### src/rtl/core/gdbpd_pkg.sv
package gdbpd_pkg;

  localparam int unsigned QueueDepth = 4;

  localparam int unsigned ByteW    = 8;
  localparam int unsigned KindW    = 2;
  localparam int unsigned VerdictW = 2;
  localparam int unsigned PhaseW   = 3;
  localparam int unsigned InDataW  = 8;
  localparam int unsigned OutDataW = 16;

  localparam logic [ByteW-1:0] ChDollar = 8'h24;
  localparam logic [ByteW-1:0] ChHash   = 8'h23;
  localparam logic [ByteW-1:0] ChNak    = 8'h2d;
  localparam logic [ByteW-1:0] ChEscape = 8'h7d;
  localparam logic [ByteW-1:0] EscXor   = 8'h20;
  localparam logic [ByteW-1:0] NibMask  = 8'h0f;

  localparam logic [PhaseW-1:0] PhHead    = 3'd0;
  localparam logic [PhaseW-1:0] PhPayload = 3'd1;
  localparam logic [PhaseW-1:0] PhChk1    = 3'd2;
  localparam logic [PhaseW-1:0] PhChk2    = 3'd3;
  localparam logic [PhaseW-1:0] PhTail    = 3'd4;
  localparam logic [PhaseW-1:0] PhNak     = 3'd5;

  typedef enum logic [KindW-1:0] {
    KIND_HEAD    = 2'd0,
    KIND_PAYLOAD = 2'd1,
    KIND_TAIL    = 2'd2,
    KIND_VERDICT = 2'd3
  } kind_e;

  typedef enum logic [VerdictW-1:0] {
    VERD_OK         = 2'd0,
    VERD_NAK        = 2'd1,
    VERD_INCOMPLETE = 2'd2,
    VERD_MISMATCH   = 2'd3
  } verdict_e;

  // Work for the back end: an optional byte item followed by an optional verdict item.
  typedef struct packed {
    logic             byte_vld;
    kind_e            kind;
    logic [ByteW-1:0] data;
    logic             verdict_vld;
    verdict_e         verdict;
  } cmd_t;

  function automatic logic [3:0] hex_nibble(logic [ByteW-1:0] c);
    logic [3:0] r;
    r = 4'd0;
    if (c >= 8'h30 && c <= 8'h39) begin
      r = c[3:0];
    end else if ((c >= 8'h61 && c <= 8'h66) || (c >= 8'h41 && c <= 8'h46)) begin
      r = 4'(c[3:0] + 4'd9);
    end
    return r;
  endfunction

endpackage

### src/rtl/core/gdbpd_front.sv
module gdbpd_front
  import gdbpd_pkg::*;
(
  input  logic             clk_i,
  input  logic             rst_ni,
  input  logic             in_valid_i,
  output logic             in_ready_o,
  input  logic [ByteW-1:0] in_byte_i,
  input  logic             in_end_i,
  input  logic             q_full_i,
  output logic             push_o,
  output cmd_t             cmd_o
);

  logic [PhaseW-1:0] phase_q, phase_d;
  logic [ByteW-1:0]  sum_q, sum_d;
  logic [ByteW-1:0]  check_q, check_d;
  logic              esc_q, esc_d;
  logic              accept;
  cmd_t              cmd;

  assign in_ready_o = !q_full_i;
  assign accept     = in_valid_i && in_ready_o;

  always_comb begin
    phase_d = phase_q;
    sum_d   = sum_q;
    check_d = check_q;
    esc_d   = esc_q;
    cmd     = '{byte_vld: 1'b0, kind: KIND_HEAD, data: '0,
                verdict_vld: 1'b0, verdict: VERD_OK};

    unique case (phase_q)
      PhHead: begin
        if (in_byte_i == ChDollar) begin
          phase_d = PhPayload;
        end else begin
          cmd.byte_vld = 1'b1;
          cmd.kind     = KIND_HEAD;
          cmd.data     = in_byte_i;
          if (in_byte_i == ChNak) begin
            phase_d = PhNak;
          end
        end
      end
      PhPayload: begin
        if (in_byte_i == ChHash) begin
          phase_d = PhChk1;
        end else begin
          sum_d = sum_q + in_byte_i;
          if (esc_q) begin
            esc_d        = 1'b0;
            cmd.byte_vld = 1'b1;
            cmd.kind     = KIND_PAYLOAD;
            cmd.data     = in_byte_i ^ EscXor;
          end else if (in_byte_i == ChEscape) begin
            esc_d = 1'b1;
          end else begin
            cmd.byte_vld = 1'b1;
            cmd.kind     = KIND_PAYLOAD;
            cmd.data     = in_byte_i;
          end
        end
      end
      PhChk1, PhChk2: begin
        check_d = {check_q[3:0] & NibMask[3:0], hex_nibble(in_byte_i)};
        phase_d = phase_q + 3'd1;
      end
      PhTail: begin
        cmd.byte_vld = 1'b1;
        cmd.kind     = KIND_TAIL;
        cmd.data     = in_byte_i;
      end
      default: begin
      end
    endcase

    if (in_end_i) begin
      cmd.verdict_vld = 1'b1;
      if (phase_d == PhTail) begin
        cmd.verdict = (sum_d == check_d) ? VERD_OK : VERD_MISMATCH;
      end else if (phase_d == PhHead || phase_d == PhPayload || phase_d == PhChk1 ||
                   phase_d == PhChk2) begin
        cmd.verdict = VERD_INCOMPLETE;
      end else begin
        cmd.verdict = VERD_NAK;
      end
      phase_d = PhHead;
      sum_d   = '0;
      check_d = '0;
      esc_d   = 1'b0;
    end
  end

  assign cmd_o  = cmd;
  assign push_o = accept && (cmd.byte_vld || cmd.verdict_vld);

  always_ff @(posedge clk_i or negedge rst_ni) begin
    if (!rst_ni) begin
      phase_q <= PhHead;
      sum_q   <= '0;
      check_q <= '0;
      esc_q   <= 1'b0;
    end else if (accept) begin
      phase_q <= phase_d;
      sum_q   <= sum_d;
      check_q <= check_d;
      esc_q   <= esc_d;
    end
  end

`ifndef NO_ASSERTIONS
  // A buffer end always leaves the parser back in the head phase with a clean sum.
  a_end_resets: assert property (@(posedge clk_i) disable iff (!rst_ni)
    (accept && in_end_i) |=> (phase_q == PhHead && sum_q == '0 && !esc_q))
    else $error("parser state not cleared after buffer end");
  // Every buffer end produces a verdict command that reaches the queue.
  a_end_pushes: assert property (@(posedge clk_i) disable iff (!rst_ni)
    (accept && in_end_i) |-> (push_o && cmd_o.verdict_vld))
    else $error("buffer end without verdict");
`endif

endmodule

### src/rtl/core/gdbpd_queue.sv
module gdbpd_queue
  import gdbpd_pkg::*;
#(
  parameter int unsigned Depth = QueueDepth
) (
  input  logic clk_i,
  input  logic rst_ni,
  input  logic push_i,
  input  cmd_t push_cmd_i,
  output logic full_o,
  input  logic pop_i,
  output logic valid_o,
  output cmd_t pop_cmd_o
);

  localparam int unsigned PtrW = (Depth > 1) ? $clog2(Depth) : 1;
  localparam int unsigned CntW = $clog2(Depth + 1);

  cmd_t            mem_q [Depth];
  logic [PtrW-1:0] wr_ptr_q, wr_ptr_d;
  logic [PtrW-1:0] rd_ptr_q, rd_ptr_d;
  logic [CntW-1:0] count_q, count_d;

  assign full_o    = (count_q == CntW'(Depth));
  assign valid_o   = (count_q != '0);
  assign pop_cmd_o = mem_q[rd_ptr_q];

  always_comb begin
    wr_ptr_d = wr_ptr_q;
    rd_ptr_d = rd_ptr_q;
    count_d  = count_q;
    if (push_i) begin
      wr_ptr_d = (wr_ptr_q == PtrW'(Depth - 1)) ? '0 : wr_ptr_q + PtrW'(1);
    end
    if (pop_i) begin
      rd_ptr_d = (rd_ptr_q == PtrW'(Depth - 1)) ? '0 : rd_ptr_q + PtrW'(1);
    end
    if (push_i && !pop_i) begin
      count_d = count_q + CntW'(1);
    end else if (pop_i && !push_i) begin
      count_d = count_q - CntW'(1);
    end
  end

  always_ff @(posedge clk_i or negedge rst_ni) begin
    if (!rst_ni) begin
      wr_ptr_q <= '0;
      rd_ptr_q <= '0;
      count_q  <= '0;
    end else begin
      wr_ptr_q <= wr_ptr_d;
      rd_ptr_q <= rd_ptr_d;
      count_q  <= count_d;
    end
  end

  always_ff @(posedge clk_i) begin
    if (push_i) begin
      mem_q[wr_ptr_q] <= push_cmd_i;
    end
  end

`ifndef NO_ASSERTIONS
  a_no_overflow: assert property (@(posedge clk_i) disable iff (!rst_ni)
    push_i |-> !full_o)
    else $error("push into full queue");
  a_no_underflow: assert property (@(posedge clk_i) disable iff (!rst_ni)
    pop_i |-> valid_o)
    else $error("pop from empty queue");
`endif

endmodule

### src/rtl/core/gdbpd_back.sv
module gdbpd_back
  import gdbpd_pkg::*;
(
  input  logic                clk_i,
  input  logic                rst_ni,
  input  logic                q_valid_i,
  input  cmd_t                q_cmd_i,
  output logic                pop_o,
  output logic                out_valid_o,
  input  logic                out_ready_i,
  output logic [OutDataW-1:0] out_data_o,
  output kind_e               out_kind_o,
  output logic                out_last_o
);

  logic             has_byte_q, has_byte_d;
  logic             has_verd_q, has_verd_d;
  kind_e            kind_q;
  logic [ByteW-1:0] data_q;
  verdict_e         verd_q;
  logic             busy;
  logic             xfer;
  logic             done;

  assign busy = has_byte_q || has_verd_q;
  assign xfer = busy && out_ready_i;
  // The held command is finished when it is empty or its final item goes out now.
  assign done  = !busy || (xfer && !(has_byte_q && has_verd_q));
  assign pop_o = q_valid_i && done;

  always_comb begin
    has_byte_d = has_byte_q;
    has_verd_d = has_verd_q;
    if (pop_o) begin
      has_byte_d = q_cmd_i.byte_vld;
      has_verd_d = q_cmd_i.verdict_vld;
    end else if (xfer) begin
      if (has_byte_q) begin
        has_byte_d = 1'b0;
      end else begin
        has_verd_d = 1'b0;
      end
    end
  end

  always_ff @(posedge clk_i or negedge rst_ni) begin
    if (!rst_ni) begin
      has_byte_q <= 1'b0;
      has_verd_q <= 1'b0;
    end else begin
      has_byte_q <= has_byte_d;
      has_verd_q <= has_verd_d;
    end
  end

  always_ff @(posedge clk_i) begin
    if (pop_o) begin
      kind_q <= q_cmd_i.kind;
      data_q <= q_cmd_i.data;
      verd_q <= q_cmd_i.verdict;
    end
  end

  assign out_valid_o = busy;
  assign out_kind_o  = has_byte_q ? kind_q : KIND_VERDICT;
  assign out_last_o  = !has_byte_q;
  assign out_data_o  = has_byte_q ? {{(OutDataW - ByteW){1'b0}}, data_q}
                                  : {{(OutDataW - ByteW - VerdictW){1'b0}}, verd_q,
                                     {ByteW{1'b0}}};

`ifndef NO_ASSERTIONS
  // A command with a byte and a verdict sends the byte first, then the verdict.
  a_byte_then_verdict: assert property (@(posedge clk_i) disable iff (!rst_ni)
    (xfer && has_byte_q && has_verd_q) |=> (out_valid_o && out_last_o))
    else $error("verdict lost after byte item");
`endif

endmodule

### src/rtl/core/gdb_packet_deframer_unit.sv
// Packet deframer for the remote debug serial protocol. Bytes of one received buffer
// enter on the slave stream, one item per cycle, with tlast on the buffer's final byte.
// Head bytes, unescaped payload bytes and tail bytes leave on the master stream (kind
// in tuser), and every buffer ends with one verdict item carrying tlast. The input side
// takes one byte every cycle for as long as the command queue (QueueDepth entries)
// has room; the parser state is registered per accepted byte. The output side sends one
// item per cycle while the receiver is ready, so for a final byte that yields both a
// byte item and a verdict item, the byte item goes out first and the verdict item after.
module gdb_packet_deframer_unit
  import gdbpd_pkg::*;
#(
  parameter int unsigned QDepth = QueueDepth
) (
  input  logic                clk_i,
  input  logic                rst_ni,
  input  logic                s_axis_tvalid_i,
  output logic                s_axis_tready_o,
  input  logic [InDataW-1:0]  s_axis_tdata_i,   // [7:0] byte_in
  input  logic                s_axis_tlast_i,
  output logic                m_axis_tvalid_o,
  input  logic                m_axis_tready_i,
  output logic [OutDataW-1:0] m_axis_tdata_o,   // [7:0] byte_out, [9:8] verdict
  output logic [KindW-1:0]    m_axis_tuser_o,   // [1:0] item_kind
  output logic                m_axis_tlast_o
);

  logic  push;
  logic  full;
  logic  pop;
  logic  q_valid;
  cmd_t  push_cmd;
  cmd_t  pop_cmd;
  kind_e out_kind;

  gdbpd_front u_front (
    .clk_i      (clk_i),
    .rst_ni     (rst_ni),
    .in_valid_i (s_axis_tvalid_i),
    .in_ready_o (s_axis_tready_o),
    .in_byte_i  (s_axis_tdata_i[ByteW-1:0]),
    .in_end_i   (s_axis_tlast_i),
    .q_full_i   (full),
    .push_o     (push),
    .cmd_o      (push_cmd)
  );

  gdbpd_queue #(
    .Depth (QDepth)
  ) u_queue (
    .clk_i      (clk_i),
    .rst_ni     (rst_ni),
    .push_i     (push),
    .push_cmd_i (push_cmd),
    .full_o     (full),
    .pop_i      (pop),
    .valid_o    (q_valid),
    .pop_cmd_o  (pop_cmd)
  );

  gdbpd_back u_back (
    .clk_i       (clk_i),
    .rst_ni      (rst_ni),
    .q_valid_i   (q_valid),
    .q_cmd_i     (pop_cmd),
    .pop_o       (pop),
    .out_valid_o (m_axis_tvalid_o),
    .out_ready_i (m_axis_tready_i),
    .out_data_o  (m_axis_tdata_o),
    .out_kind_o  (out_kind),
    .out_last_o  (m_axis_tlast_o)
  );

  assign m_axis_tuser_o = out_kind;

`ifndef NO_ASSERTIONS
  // tlast marks verdict items and nothing else.
  a_last_is_verdict: assert property (@(posedge clk_i) disable iff (!rst_ni)
    m_axis_tvalid_o |-> (m_axis_tlast_o == (m_axis_tuser_o == KIND_VERDICT)))
    else $error("tlast does not match verdict kind");
`endif

endmodule

### config.mk
export PLATFORM = sky130hd
export DESIGN_NAME = gdb_packet_deframer_unit
export DESIGN_NICKNAME = d
export VERILOG_FILES = /design/src/rtl/core/gdbpd_pkg.sv /design/src/rtl/core/gdbpd_front.sv /design/src/rtl/core/gdbpd_queue.sv /design/src/rtl/core/gdbpd_back.sv /design/src/rtl/core/gdb_packet_deframer_unit.sv
export SDC_FILE = /design/constraint.sdc
export NUM_CORES = 1
export LEC_CHECK = 0
export BUFFER_PORTS_ARGS = -buffer_cell sky130_fd_sc_hd__buf_2
export CAP_MARGIN = 20
export CORE_MARGIN = 8
export CORE_UTILIZATION = 43
export CTS_CLUSTER_DIAMETER = 120
export DETAILED_ROUTE_END_ITERATION = 7
export PLACE_DENSITY = 0.72
export SYNTH_ARGS = -nofsm -noshare
export SYNTH_HDL_FRONTEND = slang
export SYNTH_SLANG_ARGS = --single-unit
### constraint.sdc
create_clock -name clk_i -period 6.6 [get_ports clk_i]
set_clock_uncertainty 0.15 [all_clocks]
set_input_delay 1.32 -clock clk_i [delete_from_list [all_inputs] [get_ports clk_i]]
set_output_delay 1.32 -clock clk_i [all_outputs]
set_load 0.02 [all_outputs]
==> results_dict.tcl <==
set metrics [dict create \
    status "complete, no violations" \
    syn_inst 386 \
    final_nets 453 \
    final_util 0.486 \
    final_common_cell "edfxtp_1" \
    p_leak_uw 0.00210 \
    num_rows 39 \
    routabilityCongestion 0.899 \
    die_h_um 123 \
    seq_power_share 0.470 \
    io_buffers 27 \
    cp.arrival_ns 4.29 \
    endpoint_kind "register" \
    hold_buffers 0 \
    slew_headroom 0.364 \
    wl_um 9640 \
    overflow 0 \
    cts_setup_buffers 0 \
    ys.flop_type "edfxtp_1" \
    reg2reg_depth 13 \
    ys_warn_count 0 \
    fillCellCount 993 \
    period_share 0.632 \
    synth-seq-cells 97 \
    design.portCount 34 \
    hold_violations 0 \
    whs_endpoint "u_front.check_q[5]$_DFFE_PN0P_" \
    yosysSeqAreaShare 0.557 \
    die_x_um 123 \
    remaining_drc_errors 0 \
    finalSetupTns_ns 0 \
    r2r-end "u_queue.count_q[2]$_DFFE_PN0P_" \
    cp_slowest_cell "a31oi_1" \
    grt_first_pass_wirelength_um 16100 \
    syn_to_final_growth_pct 11.4 \
    clockRootBuffer "clkbuf_16" \
    insertedDiodeCount 0 \
    grt_pass1_vias 3167 \
    final_cell_mix "edfxtp_1, nor2_1, dfrtp_1" \
    worstHoldPathType "reg2reg" \
    synth_area_um2 4970 \
    tritoncts "yes" \
    cp_cell_sequence "buf_2 > ha_1 > nor3b_1 > nand2_1 > nand2_1 > nor2_1 > inv_1 > a31oi_1 > ha_1 > inv_1 > fa_1 > xor2_1 > nor2_1 > xor2_1" \
    peakVddDrop_uv 296 \
    cts_buffers 9 \
    ant_nets 0 \
    setup_viol 0 \
    clkSlewWorstSetupHoldPaths_ns 0.06 \
    worst_path_largest_cell_delay_ns 0.49 \
    power.switching_uw 601 \
    powerDensity_nw_per_um2 353 \
    core_um2 11400 \
    clockBufferDepth 2 \
    dr.first_iter.drc_count 261 \
    cap_violations 0 \
    r2r-start "u_front.phase_q[1]$_DFFE_PN0P_" \
    grt_max_degree 30 \
    ys_types 61 \
    sw_frac_of_total 0.307 \
    vias 3096 \
    post_cts_resized 0 \
    path_buf_inv 3 \
    dp_hpwl_um 7020 \
    critPathMaxFanout 8 \
    clock_power_share 0.274 \
    cp_top_family "adder cells" \
    tightestPinTransition_ns 0.953 \
    clkLatencyLatePin_ns 0.35 \
    r2r_slack_ns 3.10 \
    max_freq_mhz 240 \
    grt_use_total 0.138 \
    slew_violations 0 \
    start_util 0.437 \
    p_comb_frac 0.256 \
    period_minus_slack_ns 4.17 \
    worstSetupPathType "in2reg" \
    h-tree-depth 3 \
    crit_required_ns 6.72 \
    drt-pass1-iter-count 4 \
    cp-start-kind "input port" \
    wl_per_cell_um 17.1 \
    synth_edf_count 68 \
    async_flop_share 0.299 \
    syn_area_per_cell_um2 12.9 \
    intPower_uw 1350 \
    min_path_cells 1 \
    via_per_inst 5.49 \
    grt_antenna_before_repair 0 \
    clock-sinks 97 \
    min_from "u_front.check_q[5]$_DFFE_PN0P_" \
    die_area_um2 15200 \
    rsz0062_at_grt "no" \
    final_layout_size_suffix_gt1_frac 0.181 \
]
-- cell usage after synthesis (2+ instances only) --
cell type  instances  area, µm²
xnor2_1            8       70.1
inv_1             17       63.8
a21oi_1           13       65.1
a31oi_1            6       37.5
a22o_1            11       96.3
nand2b_1           4       25.0
nor2b_1            9       56.3
nor3_1             2       10.0
nand4b_1           2       17.5
mux2_2             6       67.6
buf_4              6       45.0
clkbuf_1           4       15.0
mux4_2            14        315
mux2i_1            5       50.1
a21oi_2            2       17.5
o22ai_1            2       12.5
fa_1               2       40.0
nor2_1            35        131
o21a_1             2       15.0
and2_1            16        100
nand4_1            3       18.8
edfxtp_1          68       2040
ha_1              22        275
buf_2              2       10.0
o21ai_0           16       80.1
nand3_1            5       25.0
dfrtp_1           29        726
o21bai_1           2       15.0
a22oi_1            2       15.0
xor2_1            10       87.6
mux2i_2            2       27.5
o211ai_1           4       30.0
nand2_1           27        101
-- flip-flops by register name (all words and copies together), names as in the netlist --
signal / flops
u_queue.rd_ptr_q: 2
u_back.kind_q: 2
u_queue.count_q: 3
u_back.has_verd_q: 1
u_queue.wr_ptr_q: 2
u_front.sum_q: 8
u_back.verd_q: 2
u_front.esc_q: 1
u_back.data_q: 8
u_queue.mem_q: 56
u_front.phase_q: 3
u_back.has_byte_q: 1
u_front.check_q: 8
-- metal layers --
metal,track usage,vias to the layer above,routed length [µm]
met4,0.0557,0,167
li1,-,1478,-
met1,0.169,1528,4200
met2,0.231,77,4690
met5,0,-,0
met3,0.0329,13,581
-- metrics by stage --
stage | hold WS [ns] | area [µm²] | total power [µW] | cells | worst slack (ns)
finish | 0.353 | 5530 | 1950 | 564 | 2.43
detailed placement | 0.342 | 5220 | 1450 | 548 | 2.10
CTS | 0.360 | 5530 | 1990 | 564 | 2.47
global placement | 0.329 | 5220 | 1420 | 548 | 2.25
floorplan | 0.314 | 4980 | 1290 | 391 | 2.68
global route | 0.373 | 5530 | 2070 | 564 | 2.17
-- worst reg2reg max path, stage by stage (launching register included) --
cell and delay, ns:
dfrtp_1 0.43, inv_1 0.11, ha_1 0.20, nor2b_1 0.20, nand2_1 0.14, nor2_1 0.34
inv_1 0.17, a31oi_1 0.49, ha_1 0.28, inv_1 0.07, fa_1 0.43, xor2_1 0.17
nor2_1 0.11, xor2_1 0.15
-- worst max-delay path by stage --
stage	from	endpoint	slack, ns	cells past startpoint
2_1_floorplan	s_axis_tdata_i[0]	u_queue.count_q[2]$_DFFE_PN0P_	2.68	13
3_3_place_gp	s_axis_tdata_i[0]	u_queue.count_q[2]$_DFFE_PN0P_	2.25	14
3_5_place_dp	s_axis_tdata_i[0]	u_queue.count_q[2]$_DFFE_PN0P_	2.10	14
4_1_cts	s_axis_tdata_i[0]	u_queue.count_q[2]$_DFFE_PN0P_	2.47	14
5_1_grt	s_axis_tdata_i[0]	u_queue.count_q[2]$_DFFE_PN0P_	2.17	14
6_report	s_axis_tdata_i[0]	u_queue.count_q[2]$_DFFE_PN0P_	2.43	14
-- cell families after synthesis --
group                      count (synthesis)  synth area share
and+or+nand+nor                          111             0.114
muxes                                     27            0.0927
other                                      1          0.000755
buffers and inverters                     31            0.0300
xor gates and xnor gates                  18            0.0317
AOI/OAI and AO/OA                         76             0.108
adders and majority gates                 25            0.0655
DFF                                       97             0.557
-- layout make-up --
cell class	instances	area, µm²	area share
flip-flops and latches	97	2770	0.500
clock buffers	9	225	0.0407
well taps	143	179	0.0324
inverters	17	63.8	0.0115
multi-input cells	263	2070	0.374
repair buffers	28	143	0.0258
clock inverters	7	83.8	0.0152
-- power groups by stage --
stage          clock network (µW)  registers [µW]  logic (µW)
2_1_floorplan                   0             871         417
3_3_place_gp                    0             926         493
3_5_place_dp                    0             937         510
4_1_cts                       552             924         512
5_1_grt                       573             943         558
6_report                      536             918         501
Power figures use the tool's default switching activity.
